$ cat config.mk
export PLATFORM = sky130hd
export DESIGN_NAME = gcode_word_parser
export DESIGN_NICKNAME = d
export VERILOG_FILES = /design/src/hdl/gcwp_pkg.sv /design/src/hdl/gcode_word_parser.sv /design/src/hdl/gcwp_accum.sv
export SDC_FILE = /design/constraint.sdc
export NUM_CORES = 1
export LEC_CHECK = 0
export ABC_AREA = 1
export ABC_CLOCK_PERIOD_IN_PS = 10200
export BUFFER_PORTS_ARGS = -buffer_cell sky130_fd_sc_hd__buf_2
export CAP_MARGIN = 20
export CORE_UTILIZATION = 45
export CTS_BUF_LIST = sky130_fd_sc_hd__clkbuf_4 sky130_fd_sc_hd__clkbuf_8 sky130_fd_sc_hd__clkbuf_16
export DETAILED_ROUTE_END_ITERATION = 8
export HOLD_SLACK_MARGIN = 0.05
export SLEW_MARGIN = 40
export SYNTH_ARGS = -nofsm -noshare
export SYNTH_HDL_FRONTEND = slang
export SYNTH_SLANG_ARGS = --single-unit
$ cat constraint.sdc
create_clock -name clk -period 10.2 [get_ports clk]
set_input_delay 2.04 -clock clk [delete_from_list [all_inputs] [get_ports clk]]
set_output_delay 2.04 -clock clk [all_outputs]
set_load 0.01 [all_outputs]
$ cat src/hdl/gcwp_pkg.sv
package gcwp_pkg;

    // Fixed-point scaling of the axis words and width of an axis value.
    localparam int DECIMALS    = 3;
    localparam int VALUE_WIDTH = 32;

    // Magnitude accumulator and the wide sum that checks it for saturation.
    localparam int ACC_W = VALUE_WIDTH - 1;
    localparam int SUM_W = (VALUE_WIDTH + 4 > 28) ? VALUE_WIDTH + 4 : 28;
    localparam logic [SUM_W-1:0] MAG_MAX = (SUM_W'(1) << ACC_W) - SUM_W'(1);

    localparam int CODE_W = 16;
    localparam logic [CODE_W+3:0] CODE_MAX = (20'(1) << CODE_W) - 20'(1);

    localparam int AXES   = 5;
    localparam int AXIS_W = 3;
    localparam logic [AXIS_W-1:0] AX_X = 3'd0;
    localparam logic [AXIS_W-1:0] AX_Y = 3'd1;
    localparam logic [AXIS_W-1:0] AX_Z = 3'd2;
    localparam logic [AXIS_W-1:0] AX_E = 3'd3;
    localparam logic [AXIS_W-1:0] AX_F = 3'd4;

    // Lower-case letters; a byte is folded by setting bit 5 before compare.
    localparam logic [7:0] CH_G     = 8'h67;
    localparam logic [7:0] CH_X     = 8'h78;
    localparam logic [7:0] CH_Y     = 8'h79;
    localparam logic [7:0] CH_Z     = 8'h7a;
    localparam logic [7:0] CH_E     = 8'h65;
    localparam logic [7:0] CH_F     = 8'h66;
    localparam logic [7:0] CH_MINUS = 8'h2d;
    localparam logic [7:0] CH_DOT   = 8'h2e;
    localparam logic [7:0] CH_ZERO  = 8'h30;
    localparam logic [7:0] CH_NINE  = 8'h39;

    typedef enum logic [2:0] {
        PH_IDLE = 3'd0,
        PH_CODE = 3'd1,
        PH_SIGN = 3'd2,
        PH_INT  = 3'd3,
        PH_FRAC = 3'd4
    } phase_t;

    typedef struct packed {
        logic [7:0] char_byte;
        logic       line_end;
    } cmd_word_t;

    typedef struct packed {
        logic [CODE_W-1:0]             code_number;
        logic signed [VALUE_WIDTH-1:0] x_value;
        logic signed [VALUE_WIDTH-1:0] y_value;
        logic signed [VALUE_WIDTH-1:0] z_value;
        logic signed [VALUE_WIDTH-1:0] extrude_value;
        logic signed [VALUE_WIDTH-1:0] feed_value;
        logic                          has_x_word;
        logic                          has_y_word;
        logic                          has_z_word;
        logic                          has_extrude_word;
        logic                          has_feed_word;
        logic                          value_overflow;
    } res_word_t;

    // Ten to the power e, for e up to 6; zero for anything larger.
    function automatic logic [23:0] pow10(input logic [2:0] e);
        logic [23:0] r;
        case (e)
            3'd0:    r = 24'd1;
            3'd1:    r = 24'd10;
            3'd2:    r = 24'd100;
            3'd3:    r = 24'd1000;
            3'd4:    r = 24'd10000;
            3'd5:    r = 24'd100000;
            3'd6:    r = 24'd1000000;
            default: r = 24'd0;
        endcase
        return r;
    endfunction

endpackage

$ cat src/hdl/gcode_word_parser.sv
// G-code word parser. Feed one character per word on the cmd channel and
// mark the line's final character with line_end; one result word follows
// on the res channel carrying the last G code number (unsigned, held at
// 65535) and the last X, Y, Z, E and F values of the line, each signed and
// scaled by 10^DECIMALS (3 by default), with a has_* flag per letter and
// a sticky overflow flag for any saturated number. Letters match in either
// case, extra fraction digits truncate, and bytes outside a word are
// skipped. The parse state and the multiply-by-ten-add of the accumulator
// update at the accept edge, so a character can be taken every clock unless
// cmd_stall holds a line end. The edge that accepts line_end loads the result
// into the output register, so it is offered in the next cycle; while it
// waits under stall, ordinary characters keep flowing and only the next
// line_end character is held.
module gcode_word_parser
    import gcwp_pkg::*;
(
    input  logic      clk,
    input  logic      rst_n,

    input  logic      cmd_valid,
    output logic      cmd_stall,
    input  cmd_word_t cmd_word,

    output logic      res_valid,
    input  logic      res_stall,
    output res_word_t res_word
);

    // Parse state.
    phase_t                phase_reg, phase_next;
    logic [AXIS_W-1:0]     active_reg, active_next;
    logic [ACC_W-1:0]      acc_reg, acc_next;
    logic [2:0]            frac_cnt_reg, frac_cnt_next;
    logic                  neg_reg, neg_next;
    logic [CODE_W-1:0]     code_reg, code_next;
    logic [AXES-1:0]       present_reg, present_next;
    logic                  ovf_reg, ovf_next;

    // Axis values; an axis without its present flag reads as zero.
    logic [VALUE_WIDTH-1:0] axis_reg [AXES];

    logic                  res_valid_reg, res_valid_next;
    res_word_t             res_word_reg, res_word_next;

    // Per-character decode.
    logic                  accept;
    logic                  last;
    logic [7:0]            ch;
    logic [7:0]            ch_low;
    logic                  is_digit;
    logic [3:0]            digit;
    logic                  handled;
    logic                  commit;
    logic [VALUE_WIDTH-1:0] commit_val;
    logic [VALUE_WIDTH-1:0] axis_view [AXES];
    logic [CODE_W+3:0]     code_prod;

    // Accumulator step.
    logic                  acc_frac_mode;
    logic [ACC_W-1:0]      acc_step;
    logic                  acc_sat;

    assign ch       = cmd_word.char_byte;
    assign last     = cmd_word.line_end;
    assign ch_low   = ch | 8'h20;
    assign is_digit = (ch >= CH_ZERO) && (ch <= CH_NINE);
    assign digit    = is_digit ? 4'(ch - CH_ZERO) : 4'd0;

    // Hold only a line end while the previous result is still stalled.
    assign cmd_stall = res_valid_reg && res_stall && last;
    assign accept    = cmd_valid && !cmd_stall;

    assign acc_frac_mode = (phase_reg == PH_FRAC);

    gcwp_accum u_accum (
        .acc       (acc_reg),
        .digit     (digit),
        .frac_mode (acc_frac_mode),
        .frac_cnt  (frac_cnt_reg),
        .acc_sat   (acc_step),
        .sat       (acc_sat)
    );

    assign code_prod = (20'(code_reg) << 3) + (20'(code_reg) << 1) + 20'(digit);

    // Next parse state for the character at the input.
    always_comb
    begin
        phase_next    = phase_reg;
        active_next   = active_reg;
        acc_next      = acc_reg;
        frac_cnt_next = frac_cnt_reg;
        neg_next      = neg_reg;
        code_next     = code_reg;
        present_next  = present_reg;
        ovf_next      = ovf_reg;
        handled       = 1'b0;

        unique case (phase_reg)
            PH_CODE:
            begin
                if (is_digit)
                begin
                    handled = 1'b1;
                    if (code_prod > CODE_MAX)
                    begin
                        code_next = CODE_MAX[CODE_W-1:0];
                        ovf_next  = 1'b1;
                    end
                    else
                    begin
                        code_next = code_prod[CODE_W-1:0];
                    end
                end
            end
            PH_SIGN, PH_INT:
            begin
                if ((phase_reg == PH_SIGN) && (ch == CH_MINUS))
                begin
                    neg_next   = 1'b1;
                    phase_next = PH_INT;
                    handled    = 1'b1;
                end
                else if (is_digit)
                begin
                    acc_next   = acc_step;
                    ovf_next   = ovf_reg | acc_sat;
                    phase_next = PH_INT;
                    handled    = 1'b1;
                end
                else if (ch == CH_DOT)
                begin
                    phase_next = PH_FRAC;
                    handled    = 1'b1;
                end
            end
            PH_FRAC:
            begin
                if (is_digit)
                begin
                    handled = 1'b1;
                    // Drop digits past the scale.
                    if (32'(frac_cnt_reg) < DECIMALS)
                    begin
                        acc_next      = acc_step;
                        ovf_next      = ovf_reg | acc_sat;
                        frac_cnt_next = frac_cnt_reg + 3'd1;
                    end
                end
            end
            PH_IDLE:
            begin
            end
            default:
            begin
            end
        endcase

        // A character that does not continue a number is looked at as a letter.
        if (!handled)
        begin
            phase_next = PH_IDLE;
            if (ch_low == CH_G)
            begin
                code_next  = '0;
                phase_next = PH_CODE;
            end
            else if ((ch_low == CH_X) || (ch_low == CH_Y) || (ch_low == CH_Z) ||
                     (ch_low == CH_E) || (ch_low == CH_F))
            begin
                unique case (ch_low)
                    CH_X:    active_next = AX_X;
                    CH_Y:    active_next = AX_Y;
                    CH_Z:    active_next = AX_Z;
                    CH_E:    active_next = AX_E;
                    default: active_next = AX_F;
                endcase
                acc_next                  = '0;
                frac_cnt_next             = '0;
                neg_next                  = 1'b0;
                present_next[active_next] = 1'b1;
                phase_next                = PH_SIGN;
            end
        end
    end

    // Write the running value of the open axis word on every accepted character while it is open.
    always_comb
    begin
        commit     = (phase_next == PH_SIGN) || (phase_next == PH_INT) ||
                     (phase_next == PH_FRAC);
        commit_val = neg_next ? (VALUE_WIDTH'(0) - VALUE_WIDTH'(acc_next))
                              : VALUE_WIDTH'(acc_next);
        for (int i = 0; i < AXES; i++)
        begin
            if (!present_next[i])
            begin
                axis_view[i] = '0;
            end
            else if (commit && (active_next == AXIS_W'(i)))
            begin
                axis_view[i] = commit_val;
            end
            else
            begin
                axis_view[i] = axis_reg[i];
            end
        end
    end

    // Result word and output handshake.
    always_comb
    begin
        res_word_next                  = res_word_reg;
        res_word_next.code_number      = code_next;
        res_word_next.x_value          = axis_view[AX_X];
        res_word_next.y_value          = axis_view[AX_Y];
        res_word_next.z_value          = axis_view[AX_Z];
        res_word_next.extrude_value    = axis_view[AX_E];
        res_word_next.feed_value       = axis_view[AX_F];
        res_word_next.has_x_word       = present_next[AX_X];
        res_word_next.has_y_word       = present_next[AX_Y];
        res_word_next.has_z_word       = present_next[AX_Z];
        res_word_next.has_extrude_word = present_next[AX_E];
        res_word_next.has_feed_word    = present_next[AX_F];
        res_word_next.value_overflow   = ovf_next;

        res_valid_next = res_valid_reg && res_stall;
        if (accept && last)
        begin
            res_valid_next = 1'b1;
        end
    end

    // Advance the parse state on every accepted character; clear it after a line end.
    always_ff @(posedge clk or negedge rst_n)
    begin
        if (!rst_n)
        begin
            phase_reg     <= PH_IDLE;
            active_reg    <= '0;
            acc_reg       <= '0;
            frac_cnt_reg  <= '0;
            neg_reg       <= 1'b0;
            code_reg      <= '0;
            present_reg   <= '0;
            ovf_reg       <= 1'b0;
            res_valid_reg <= 1'b0;
        end
        else
        begin
            res_valid_reg <= res_valid_next;
            if (accept)
            begin
                if (last)
                begin
                    phase_reg    <= PH_IDLE;
                    active_reg   <= '0;
                    acc_reg      <= '0;
                    frac_cnt_reg <= '0;
                    neg_reg      <= 1'b0;
                    code_reg     <= '0;
                    present_reg  <= '0;
                    ovf_reg      <= 1'b0;
                end
                else
                begin
                    phase_reg    <= phase_next;
                    active_reg   <= active_next;
                    acc_reg      <= acc_next;
                    frac_cnt_reg <= frac_cnt_next;
                    neg_reg      <= neg_next;
                    code_reg     <= code_next;
                    present_reg  <= present_next;
                    ovf_reg      <= ovf_next;
                end
            end
        end
    end

    // Axis store and result register carry payload only.
    always_ff @(posedge clk)
    begin
        if (accept && commit)
        begin
            axis_reg[active_next] <= commit_val;
        end
        if (accept && last)
        begin
            res_word_reg <= res_word_next;
        end
    end

    assign res_valid = res_valid_reg;
    assign res_word  = res_word_reg;

endmodule

$ cat src/hdl/gcwp_accum.sv
module gcwp_accum
    import gcwp_pkg::*;
(
    input  logic [ACC_W-1:0] acc,
    input  logic [3:0]       digit,
    input  logic             frac_mode,
    input  logic [2:0]       frac_cnt,
    output logic [ACC_W-1:0] acc_sat,
    output logic             sat
);

    logic [23:0]      weight;
    logic [SUM_W-1:0] add;
    logic [SUM_W-1:0] base;
    logic [SUM_W-1:0] sum;

    // Integer digit: acc * 10 + d * 10^DECIMALS.
    // Fraction digit: acc + d * 10^(DECIMALS - 1 - count).
    always_comb
    begin
        weight = frac_mode ? pow10(3'(DECIMALS - 1) - frac_cnt) : pow10(3'(DECIMALS));
        add    = SUM_W'(digit) * SUM_W'(weight);
        if (frac_mode)
        begin
            base = SUM_W'(acc);
        end
        else
        begin
            base = (SUM_W'(acc) << 3) + (SUM_W'(acc) << 1);
        end
        sum     = base + add;
        sat     = (sum > MAG_MAX);
        acc_sat = sat ? MAG_MAX[ACC_W-1:0] : sum[ACC_W-1:0];
    end

endmodule

Word-level counts from Yosys, hierarchy flattened
Memories as Yosys holds them, arrays and structs flattened. A register that Yosys moved wholly into a read port is not among the register bits.
Index checks and enable logic that the tools add are counted.
{"block": "totals", "wordCells": 151, "mem_bits_rw": 160, "regBits": 86, "latch_bits": 0, "memories": 1, "rom_bits": 0}
{"block": "classes", "n_reduce_logical": 23, "n_eq_ne": 21, "div_mod_pow": 0, "n_shift": 0, "order_cmp": 7, "add_sub_neg": 8, "muxes": 72, "multipliers": 1, "bitwise_logic": 2}
{"name": "axis_reg", "depth": 5, "word_bits": 32, "rd": 5, "rd_clocked_by_memory_dff": 5, "write_ports": 1, "line": "gcode_word_parser.sv:40", "source": "logic [VALUE_WIDTH-1:0] axis_reg [AXES];"}
{"op": "two-way mux 31 bit", "n": 9}
{"op": "one-hot mux 20 bit (7 select lines)", "n": 1}
{"op": "two-way mux 16 bit", "n": 6}
{"op": "one-hot mux 31 bit (2 select lines)", "n": 1}
{"op": "two-way mux 3 bit", "n": 20}
{"op": "equality test 7 x 6 -> 1 bit, second input constant", "n": 6}
{"op": "adder 36 x 28 -> 36 bit", "n": 1}
{"op": "greater-than comparator 36 x 31 -> 1 bit, second input constant", "n": 1}
{"op": "two-way mux 36 bit", "n": 1}
{"op": "adder 34 x 32 -> 35 bit", "n": 1}
{"op": "two-way mux 32 bit", "n": 1}
{"op": "subtractor 1 x 31 -> 32 bit, first input constant", "n": 1}
{"op": "multiplier 4 x 24 -> 28 bit", "n": 1}
{"op": "two-way mux 1 bit", "n": 21}
{"op": "adder 19 x 17 -> 20 bit", "n": 1}
{"op": "adder 20 x 4 -> 20 bit", "n": 1}
{"op": "greater-than comparator 20 x 16 -> 1 bit, second input constant", "n": 1}
{"op": "two-way mux 20 bit", "n": 1}
{"op": "two-way mux 5 bit", "n": 4}
{"op": "equality test 3 x 2 -> 1 bit, second input constant", "n": 6}
{"op": "equality test 8 x 6 -> 1 bit, second input constant", "n": 2}
{"op": "equality test 3 bit, second input constant", "n": 5}
{"op": "one-hot mux 3 bit (4 select lines)", "n": 1}
{"op": "greater-or-equal comparator 8 x 6 -> 1 bit, second input constant", "n": 1}
{"op": "20 further kinds", "n": 40}

Longest topological paths before layout
Gate-level depths: netlist of the first run.
{"block": "depth", "ltp_word": 17, "ltp_mapped": 46, "mapped_depth_nobuf": 42}

Hierarchy
A second synthesis of the first run with hierarchy kept.
{"block": "hier_totals", "cells_unflattened": 3031, "area_unflattened_um2": 25742.2}
{"module": "gcode_word_parser", "area_each_um2": 19487.4, "seq_area_each_um2": 11871.4, "instances": 1, "cells_per_inst": 2014}
{"module": "gcwp_accum", "area_each_um2": 6254.7, "seq_area_each_um2": 0.0, "instances": 1, "cells_per_inst": 1017}

Worst setup path after synthesis of the first run
OpenSTA, ideal clock, no wires.
{"block": "synth_timing", "path_type": "input -> register", "from": "in cmd_word[7] (netlist name)", "to": "reg, netlist name res_word[124]", "stages": 45, "setup_ps": 251, "arrival_ps": 8685, "required_ps": 9949, "setup_slack_ps": 1264, "path_cell_list": "nor2_1 nand2_1 nor2_1 nand2_1 clkbuf_1 buf_1 clkbuf_1 nor2_1 inv_1 clkbuf_1 nor2_1 fa_1 fa_1 inv_1 fa_1 inv_1 ha_1 nand2_1 (+9 left out) nand2_2 nor2_4 buf_4 nand3_2 o21ai_2 nand3_1 nand2_4 ha_1 nand3_2 nor2_4 nand3_2 nand2_2 buf_6 nand3_1 nand2_2 nand3_1 nand2_1 inv_1"}
{"block": "synth_between", "elab_chain_cells": 14}
{"element": "start: declaration", "line": "gcode_word_parser.sv:22", "source": "input cmd_word_t cmd_word,"}
{"element": "equality test 7 x 6 -> 1 bit (on tied branches)", "line": "gcode_word_parser.sv:169, gcode_word_parser.sv:171, gcode_word_parser.sv:168"}
{"element": "one-hot mux 3 bit (4 select lines)", "line": "gcode_word_parser.sv:171", "source": "unique case (ch_low)"}
{"element": "two-way mux 3 bit", "line": "gcode_word_parser.sv:168", "source": "else if ((ch_low == CH_X) || (ch_low == CH_Y) || (ch_low == CH_Z) ||"}
{"element": "two-way mux 3 bit", "line": "gcode_word_parser.sv:163", "source": "if (ch_low == CH_G)"}
{"element": "two-way mux 3 bit", "line": "gcode_word_parser.sv:160", "source": "if (!handled)"}
{"element": "< comparator 3 x 4 -> 1 bit (implied by the code) or greater-or-equal comparator 3 x 1 -> 1 bit (tied branches)", "line": "gcode_word_parser.sv:181", "source": "present_next[active_next] = 1'b1;"}
{"element": "logical AND 1 bit (implied by the code)", "line": "gcode_word_parser.sv:181"}
{"element": "two-way mux 1 bit (implied by the code)", "line": "gcode_word_parser.sv:181"}
{"element": "demux 1 bit (select 3 bit)", "line": "gcode_word_parser.sv:181"}
{"element": "OR 5 bit (no source line)"}
{"element": "two-way mux 5 bit", "line": "gcode_word_parser.sv:168"}
{"element": "two-way mux 5 bit", "line": "gcode_word_parser.sv:163"}
{"element": "two-way mux 5 bit *", "line": "gcode_word_parser.sv:160"}
{"element": "logical NOT 1 bit (no source line) *"}
Every way passes the cells marked *; elsewhere a longest branch is shown, timed or not. The select of a mux whose other input is x is not followed.
A chain may end at the register's enable or synchronous reset.

Final worst setup path of the first run
{"block": "layout_timing", "from": "in cmd_word[7] (netlist name)", "to": "reg, netlist name res_word[141]"}
{"block": "layout_between", "elab_chain_cells": 14}
{"element": "equality test 7 x 6 -> 1 bit (on tied branches)", "line": "gcode_word_parser.sv:169, gcode_word_parser.sv:171, gcode_word_parser.sv:168"}
{"element": "one-hot mux 3 bit (4 select lines)", "line": "gcode_word_parser.sv:171"}
{"element": "two-way mux 3 bit", "line": "gcode_word_parser.sv:168"}
{"element": "two-way mux 3 bit", "line": "gcode_word_parser.sv:163"}
{"element": "two-way mux 3 bit", "line": "gcode_word_parser.sv:160"}
{"element": "< comparator 3 x 4 -> 1 bit (implied by the code) or greater-or-equal comparator 3 x 1 -> 1 bit (tied branches)", "line": "gcode_word_parser.sv:181"}
{"element": "logical AND 1 bit (implied by the code)", "line": "gcode_word_parser.sv:181"}
{"element": "two-way mux 1 bit (implied by the code)", "line": "gcode_word_parser.sv:181"}
{"element": "demux 1 bit (select 3 bit)", "line": "gcode_word_parser.sv:181"}
{"element": "OR 5 bit (no source line)"}
{"element": "two-way mux 5 bit", "line": "gcode_word_parser.sv:168"}
{"element": "two-way mux 5 bit", "line": "gcode_word_parser.sv:163"}
{"element": "two-way mux 5 bit *", "line": "gcode_word_parser.sv:160"}
{"element": "logical NOT 1 bit (no source line) *"}
Marked as above.

==> results of run 1 <==
==> final timing paths <==
check / from / to / slack [ns] / cells after the start
hold reg to reg: active_reg[0] / active_reg[0] / 0.48 / 2
setup / recovery: cmd_word[7] / res_word[141] / 1.38 / 37
setup reg to reg: phase_reg[1] / res_word[141] / 1.57 / 35
min in group asynchronous: rst_n / code_reg[9] / 1.55 / 2
max in group asynchronous: rst_n / acc_reg[29] / 8.09 / 2
hold / removal: active_reg[0] / active_reg[0] / 0.48 / 2
==> power by group through the flow <==
stage                     logic [mW]  registers, mW  clock network [mW]
after floorplan                0.222           1.89                   0
after global placement         0.343           1.88                   0
after detailed placement       0.346           1.88                   0
after CTS                      0.348           1.85                1.63
after global routing           0.385           1.85                1.69
final                          0.349           1.85                1.60
==> final cells by class <==
| class | count | area, sq um |
|---|---|---|
| Multi-Input combinational cell | 1905 | 11700 |
| Tap cell | 756 | 946 |
| Sequential cell | 406 | 11900 |
| Timing Repair Buffer | 238 | 1330 |
| Inverter | 518 | 1950 |
| Clock inverter | 30 | 285 |
| Clock buffer | 52 | 1170 |
| Fill cell | 5301 | 27500 |
==> synthesized netlist by cell type (23+ instances only) <==
master                     number
sky130_fd_sc_hd__nand2_1      504
sky130_fd_sc_hd__inv_1        501
sky130_fd_sc_hd__edfxtp_1     342
sky130_fd_sc_hd__nor2_1       195
sky130_fd_sc_hd__a21oi_1      194
sky130_fd_sc_hd__o21ai_0      168
sky130_fd_sc_hd__nand3_1      148
sky130_fd_sc_hd__ha_1         107
sky130_fd_sc_hd__o21bai_1      96
sky130_fd_sc_hd__clkbuf_1      82
sky130_fd_sc_hd__nand4_1       71
sky130_fd_sc_hd__dfrtp_1       64
sky130_fd_sc_hd__o21a_1        57
sky130_fd_sc_hd__fa_1          53
sky130_fd_sc_hd__o22ai_1       53
sky130_fd_sc_hd__nand2_2       50
sky130_fd_sc_hd__xor2_1        25
sky130_fd_sc_hd__xnor2_1       23
==> routing by layer <==
| layer | part of all wire, % | up-vias | GRT usage (%) | routed length, um |
|---|---|---|---|---|
| li1 | - | 10186 | - | - |
| met5 | 0 | - | 0 | 0 |
| met1 | 44 | 10161 | 33.2 | 32000 |
| met4 | 3.4 | 0 | 8.90 | 2490 |
| met2 | 48 | 661 | 41.8 | 34500 |
| met3 | 4.8 | 134 | 2.26 | 3460 |
==> cell families (layout without fill, tap and decap cells) <==
kind of cell    Yosys count  count (layout)  share of synthesized area (%)
simple gates           1067            1067                           18.9
buf+inv                 633             838                           9.54
compound gates          623             623                           14.4
flops                   406             406                           45.8
fa+ha+maj               160             160                           9.26
xor+xnor                 55              55                           2.15
==> metrics by stage <==
stage / worst slack, ns / cell area, sq um / utilization, % / power [mW] / hold WS [ns]
after floorplan: 1.26 / 25900 / - / 2.12 / 0.448
final: 1.38 / 29200 / 51.5 / 3.79 / 0.485
after detailed placement: 0.827 / 27700 / 48.9 / 2.23 / 0.479
after global routing: 0.735 / 29200 / 51.5 / 3.93 / 0.520
after global placement: 0.851 / 27700 / 48.8 / 2.23 / 0.465
after CTS: 1.44 / 29200 / 51.4 / 3.82 / 0.494
==> worst reg2reg max path: cells and delay by family, from the launching register on <==
| family | cells | cell delay, ns |
|---|---|---|
| AOI/OAI and AO/OA | 5 | 1.01 |
| xor gates and xnor gates | 1 | 0.47 |
| adders and majority gates | 4 | 2.03 |
| buffers and inverters | 8 | 1.72 |
| DFF | 1 | 0.42 |
| and+or+nand+nor | 17 | 2.81 |
==> cell usage in the layout, fill, tap and decap left out, types with 8 or more instances in the layout <==
cell type	instances
sky130_fd_sc_hd__a21oi_1	193
sky130_fd_sc_hd__a22oi_1	9
sky130_fd_sc_hd__buf_2	196
sky130_fd_sc_hd__buf_4	37
sky130_fd_sc_hd__clkbuf_16	44
sky130_fd_sc_hd__clkinv_1	17
sky130_fd_sc_hd__clkinv_2	8
sky130_fd_sc_hd__dfrtp_1	64
sky130_fd_sc_hd__edfxtp_1	342
sky130_fd_sc_hd__fa_1	53
sky130_fd_sc_hd__ha_1	107
sky130_fd_sc_hd__inv_1	498
sky130_fd_sc_hd__inv_2	11
sky130_fd_sc_hd__nand2_1	504
sky130_fd_sc_hd__nand2_2	50
sky130_fd_sc_hd__nand3_1	148
sky130_fd_sc_hd__nand3_2	15
sky130_fd_sc_hd__nand4_1	71
sky130_fd_sc_hd__nor2_1	192
sky130_fd_sc_hd__nor2_2	18
sky130_fd_sc_hd__nor2_4	9
sky130_fd_sc_hd__nor3_1	17
sky130_fd_sc_hd__o21a_1	57
sky130_fd_sc_hd__o21ai_0	168
sky130_fd_sc_hd__o21ai_1	10
sky130_fd_sc_hd__o21bai_1	96
sky130_fd_sc_hd__o22ai_1	53
sky130_fd_sc_hd__or2_2	12
sky130_fd_sc_hd__xnor2_1	22
sky130_fd_sc_hd__xor2_1	24
==> load_flow_metrics.sql, run 1 <==
INSERT INTO impl_metrics (metric_group, metric, value, unit) VALUES
('synth', 'async_reset_ff_share', '15.8', '%'),
('finish', 'nNetsFinal', '3286', ''),
('timing', 'timing.final.crit_period', '8.82', 'ns'),
('clock_network', 'clock_tree.buffer_depth', '3', ''),
('clock_network', 'cts.hold.buffers_added', '0', ''),
('clock_network', 'cts_resized', '0', ''),
('timing', 'final-hold-violation-count', '0', ''),
('hold_path', 'timing.hold.worst.class', 'flip-flop to flip-flop', ''),
('clock_network', 'clock_tree.htree_level_count', '2', ''),
('worst_setup_path', 'timing.critical_path.to_type', 'flip-flop', ''),
('timing', 'max_freq', '0.113', 'GHz'),
('clock_network', 'cts_buffers', '44', ''),
('timing', 'maxSlewHeadroom', '44.6', '%'),
('worst_setup_path', 'worst_ep_arrival_time', '9.27', 'ns'),
('clock_network', 'clock-root-buffer', 'sky130_fd_sc_hd__clkbuf_16', ''),
('finish', 'diodes', '0', ''),
('timing', 'rsz0062_at_grt', 'false', ''),
('pwr', 'leakagePower', '13.8', 'nW'),
('pwr', 'seqPwrFrac', '48.7', '%'),
('flow_run', 'maxCapViolations', '0', ''),
('synth', 'synth_cell_types', '55', ''),
('worst_setup_path', 'crit_slowest_cell', 'sky130_fd_sc_hd__fa_1', ''),
('drt', 'routed_vias', '21142', ''),
('floorplan', 'ios', '197', ''),
('clock_network', 'tritoncts_clock_tree', 'done', ''),
('floorplan', 'chipHeight', '242', 'um'),
('synth', 'netlist_instances', '2944', ''),
('worst_setup_path', 'critPathBufInv', '7', ''),
('finish', 'fin_cells', '3905', ''),
('drt', 'detail_route.first_pass.iterations', '6', ''),
('pwr', 'powerDensity', '130', 'nW/um^2'),
('status', 'status', 'finished, final reports clean', ''),
('floorplan', 'initial_core_util', '45.7', '%'),
('synth', 'syn_avg_cell_area', '8.81', 'sq um'),
('worst_setup_path', 'timing.critical_path.from_type', 'input port', ''),
('floorplan', 'fp.dieW', '242', 'um'),
('worst_setup_path', 'cp_data_required_time', '10.65', 'ns'),
('drt', 'detail_route.vias_per_cell', '5.41', ''),
('synth', 'yosysTopAreaCellShare', '39.6', '%'),
('synth', 'yosys_most_used_dff', 'sky130_fd_sc_hd__edfxtp_1', ''),
('worst_setup_path', 'critical-path-top-delay-family', 'simple AND/OR/NAND/NOR gates', ''),
('grt', 'grt_util_all_layers', '24.7', '%'),
('timing', 'final_setup_violation_count', '0', ''),
('floorplan', 'design.die.area', '58600', 'sq um'),
('grt', 'antenna_found_initial', '0', ''),
('grt', 'overflow', '0', ''),
('placement', 'dp.final_hpwl', '51600', 'um'),
('timing', 'finClkSkew', '0.0415', 'ns'),
('synth', 'synth_area_leaders', 'sky130_fd_sc_hd__edfxtp_1, sky130_fd_sc_hd__nand2_1, sky130_fd_sc_hd__inv_1', ''),
('pwr', 'internal-power', '2.84', 'mW'),
('clock_network', 'clk_latency', '0.60', 'ns'),
('synth', 'netlist.top_cell.by_area', 'sky130_fd_sc_hd__edfxtp_1', ''),
('synth', 'syn_nets', '3117', ''),
('worst_setup_path', 'critical_path_class', 'input port to flip-flop', ''),
('clock_network', 'clock-sinks', '406', ''),
('clock_network', 'post-cts-setup-buffers', '0', ''),
('grt', 'grt_pass1_wl', '115000', 'um'),
('drt', 'wire_length_after_detailed_routing', '72500', 'um'),
('placement', 'number_of_placed_instances_taps_included', '3822', ''),
('timing', 'setup-tns-final', '0', 'ns'),
('pwr', 'switching_share', '25.1', '%'),
('synth', 'netlist_area', '25900', 'sq um'),
('clock_network', 'clkTransAtPathRegs', '0.06', 'ns'),
('pwr', 'relative_contribution_of_the_clock_network_to_total_power', '42.1', '%'),
('drt', 'route.detailed.wl_per_inst', '18.6', 'um'),
('synth', 'synth-edff-count', '342', ''),
('placement', 'portBuffers', '196', ''),
('finish', 'area_growth_syn_to_layout', '12.6', '%'),
('floorplan', 'core.rowCount', '87', ''),
('timing', 'min_period_over_period', '86.5', '%'),
('drt', 'route.detailed.drc', '0', '');
Power figures use the tool's default switching activity.
==> run 2: changes to the inputs <==
--- a/config.mk
+++ b/config.mk
@@ -12,8 +12,10 @@
 export CORE_UTILIZATION = 45
 export CTS_BUF_LIST = sky130_fd_sc_hd__clkbuf_4 sky130_fd_sc_hd__clkbuf_8 sky130_fd_sc_hd__clkbuf_16
 export DETAILED_ROUTE_END_ITERATION = 8
+export GPL_ROUTABILITY_DRIVEN = 1
 export HOLD_SLACK_MARGIN = 0.05
 export SLEW_MARGIN = 40
 export SYNTH_ARGS = -nofsm -noshare
 export SYNTH_HDL_FRONTEND = slang
+export SYNTH_HIERARCHICAL = 1
 export SYNTH_SLANG_ARGS = --single-unit
==> load_flow_metrics.sql, run 2 <==
INSERT INTO impl_metrics (metric_group, metric, value, unit) VALUES
('timing', 'setup-tns-final', '0', 'ns'),
('synth', 'synth-seq-cells', '406', ''),
('synth', 'synth_most_common_cell', 'sky130_fd_sc_hd__nand2_1', ''),
('grt', 'grt_util_met3', '2.96', '%'),
('worst_setup_path', 'most_frequent_cell_on_critical_path', 'sky130_fd_sc_hd__nand2_1', ''),
('hold_path', 'timing.hold.worst.class', 'flip-flop to flip-flop', ''),
('grt', 'global_route.usage.met2', '38.8', '%'),
('synth', 'synth_cell_types', '57', ''),
('flow_run', 'maxCapViolations', '0', ''),
('grt', 'use_met1', '35.2', '%'),
('worst_setup_path', 'critPathBufInv', '8', ''),
('timing', 'timing_worst_slew_pin_value', '0.860', 'ns'),
('drt', 'route.detailed.drc', '0', ''),
('clock_network', 'post-cts-setup-buffers', '0', ''),
('timing', 'timing.final.crit_period', '9.23', 'ns'),
('synth', 'synth_area_leaders', 'sky130_fd_sc_hd__edfxtp_1, sky130_fd_sc_hd__nand2_1, sky130_fd_sc_hd__inv_1', ''),
('clock_network', 'clock-root-buffer', 'sky130_fd_sc_hd__clkbuf_16', ''),
('worst_setup_path', 'crit_slowest_cell', 'sky130_fd_sc_hd__fa_1', ''),
('worst_setup_path', 'timing.critical_path.from_type', 'input port', ''),
('worst_setup_path', 'critical_path_class', 'input port to flip-flop', ''),
('floorplan', 'initial_core_util', '45.6', '%'),
('timing', 'min_period_over_period', '90.5', '%'),
('timing', 'maxSlewHeadroom', '42.7', '%'),
('drt', 'wire_length_after_detailed_routing', '70200', 'um'),
('placement', 'portBuffers', '196', ''),
('pwr', 'leakagePower', '14.4', 'nW'),
('synth', 'netlist.top_cell.by_area', 'sky130_fd_sc_hd__edfxtp_1', ''),
('timing', 'slew_viol_final', '0', ''),
('worst_setup_path', 'critical-path-top-delay-family', 'simple AND/OR/NAND/NOR gates', ''),
('pwr', 'peakVddDrop', '0.109', 'mV'),
('synth', 'count_of_yosys_warnings_during_synthesis', '6', ''),
('drt', 'detail_route.first_pass.iterations', '6', ''),
('grt', 'overflow', '0', ''),
('timing', 'final.setup.worst_slack', '0.969', 'ns'),
('floorplan', 'core.rowCount', '87', ''),
('worst_setup_path', 'critical_path.max_stage_delay', '0.55', 'ns'),
('floorplan', 'fp.coreArea', '56500', 'sq um'),
('grt', 'grt_pass1_wl', '110000', 'um'),
('timing', 'final_setup_violation_count', '0', ''),
('clock_network', 'clock-sinks', '406', ''),
('grt', 'antenna_found_initial', '0', ''),
('synth', 'async_reset_ff_share', '15.8', '%'),
('clock_network', 'clock_tree.buffer_depth', '3', ''),
('worst_setup_path', 'worst-path-max-fanout', '19', ''),
('grt', 'top_usage_layer', 'met2', ''),
('synth', 'syn_nets', '3200', ''),
('timing', 'max_freq', '0.108', 'GHz'),
('floorplan', 'fp.dieW', '241', 'um'),
('clock_network', 'cts.hold.buffers_added', '0', ''),
('pwr', 'powerDensity', '123', 'nW/um^2'),
('drt', 'drt.antenna.violating_nets', '0', ''),
('worst_setup_path', 'timing.critical_path.to_type', 'flip-flop', ''),
('status', 'status', 'finished, final reports clean', ''),
('timing', 'rsz0062_at_grt', 'false', ''),
('drt', 'first_iter_violations', '1458', ''),
('finish', 'max_reg_flops', '182', ''),
('grt', 'grt_max_degree', '106', ''),
('worst_setup_path', 'cp_data_required_time', '10.52', 'ns'),
('clock_network', 'tritoncts_clock_tree', 'done', ''),
('clock_network', 'clk_latency', '0.57', 'ns'),
('placement', 'setup_slack_at_placement', '0.448', 'ns'),
('finish', 'nNetsFinal', '3375', ''),
('synth', 'yosysTopAreaCellShare', '39.9', '%'),
('synth', 'syn_avg_cell_area', '8.49', 'sq um'),
('floorplan', 'chipHeight', '241', 'um'),
('synth', 'netlist_area', '25700', 'sq um'),
('floorplan', 'ios', '197', ''),
('clock_network', 'clkTransAtPathRegs', '0.06', 'ns'),
('synth', 'synth-edff-count', '342', ''),
('clock_network', 'clock_tree.htree_level_count', '2', ''),
('grt', 'grt_pass1_vias', '19569', ''),
('grt', 'grt_util_all_layers', '24.3', '%'),
('finish', 'final_common_cell', 'sky130_fd_sc_hd__nand2_1', ''),
('worst_setup_path', 'worst_ep_arrival_time', '9.55', 'ns'),
('finish', 'area_growth_syn_to_layout', '12.5', '%'),
('finish', 'layout.cells.most_common_list', 'sky130_fd_sc_hd__nand2_1, sky130_fd_sc_hd__inv_1, sky130_fd_sc_hd__nor2_1', ''),
('synth', 'seq_area_frac_synth', '46.1', '%'),
('clock_network', 'cts_resized', '0', ''),
('drt', 'detail_route.vias_per_cell', '5.19', ''),
('timing', 'final-hold-violation-count', '0', ''),
('synth', 'yosys_most_used_dff', 'sky130_fd_sc_hd__edfxtp_1', ''),
('drt', 'route.detailed.wl_per_inst', '17.5', 'um'),
('clock_network', 'cts_buffers', '44', ''),
('placement', 'dp.final_hpwl', '51700', 'um'),
('finish', 'drive_above_1_share', '14.1', '%'),
('floorplan', 'design.die.area', '58200', 'sq um'),
('synth', 'netlist_instances', '3031', ''),
('drt', 'routed_vias', '20752', ''),
('placement', 'globalplace.congestion', '0.892', ''),
('timing', 'finClkSkew', '0.0122', 'ns'),
('synth', 'top_cell_types_by_occurrence_after_synthesis', 'sky130_fd_sc_hd__nand2_1, sky130_fd_sc_hd__inv_1, sky130_fd_sc_hd__nor2_1', '');
## run 2: cell count changes after synthesis, moves of 19 or more
cell,before,now
sky130_fd_sc_hd__o22ai_1,53,9
sky130_fd_sc_hd__nand4_1,71,34
sky130_fd_sc_hd__o21ai_0,168,112
sky130_fd_sc_hd__nand3_2,15,36
sky130_fd_sc_hd__nor2_1,195,446
sky130_fd_sc_hd__o21bai_1,96,8
sky130_fd_sc_hd__inv_1,501,482
sky130_fd_sc_hd__o21a_1,57,17
sky130_fd_sc_hd__o21ai_1,10,51
sky130_fd_sc_hd__a21oi_1,194,73
sky130_fd_sc_hd__nand2_1,504,656
sky130_fd_sc_hd__o211ai_1,0,27
sky130_fd_sc_hd__clkbuf_1,82,36
sky130_fd_sc_hd__buf_2,13,38
## run 2: power by group
part           internal (mW)  switching [mW]
clock                  0.953           0.669
combinational         0.0335          0.0867
sequential              1.82          0.0102
total                   2.80           0.766
## run 2: layout make-up
class,count,area (sq um)
Clock inverter,27,277
Timing Repair Buffer,224,1240
Antenna cell,1,2.50
Inverter,505,1910
Tap cell,756,946
Clock buffer,55,1210
Sequential cell,406,11900
Multi-Input combinational cell,2025,11500
Fill cell,5325,27500
## run 2: kinds of logic (layout without fill, tap and decap cells)
| logic type | after synthesis | after routing | synth area share (%) |
|---|---|---|---|
| AO/OA/AOI/OAI | 348 | 348 | 7.87 |
| AND/OR/NAND/NOR | 1447 | 1447 | 24.9 |
| other | 0 | 1 | 0 |
| multiplexers | 17 | 17 | 0.661 |
| buffers and inverters | 600 | 811 | 9.43 |
| adder cells (fa/ha/maj) | 156 | 156 | 9.13 |
| XOR/XNOR | 57 | 57 | 1.94 |
| flip-flops | 406 | 406 | 46.1 |
## run 2: routing by layer
metal	part of all wire (%)	routed length, um
met5	0	0
met4	1.7	1190
met1	47	32700
met3	5.5	3840
met2	46	32400
## run 2: worst paths after layout
path                          startpoint       endpoint  slack, ns  depth (start not counted)
min in group asynchronous          rst_n    code_reg[9]       1.54                          2
setup reg to reg            phase_reg[1]  res_word[121]       2.17                         43
max in group asynchronous          rst_n    acc_reg[24]       8.18                          2
hold / removal             active_reg[0]  active_reg[0]       0.50                          2
hold reg to reg            active_reg[0]  active_reg[0]       0.50                          2
setup / recovery             cmd_word[8]  res_word[121]       0.97                         40
## run 2: worst register-to-register path, delay by kind of cell (launching register included)
family                   cells  cell delay (ns)
adder cells (fa/ha/maj)      4             1.89
buffers and inverters       10             1.23
AND/OR/NAND/NOR             25             3.30
AO/OA/AOI/OAI                4             0.95
flip-flops                   1             0.39
## run 2: metrics by stage
step	utilization [%]	hold slack [ns]	power [mW]	instances	cell area, sq um
after global placement	48.4	0.471	1.98	3912	27400
after CTS	51.1	0.504	3.60	3995	28900
after global routing	51.3	0.536	3.68	3998	29000
after floorplan	-	0.453	1.93	3031	25700
after detailed placement	48.5	0.489	1.98	3913	27400
final	51.3	0.496	3.57	3999	29000
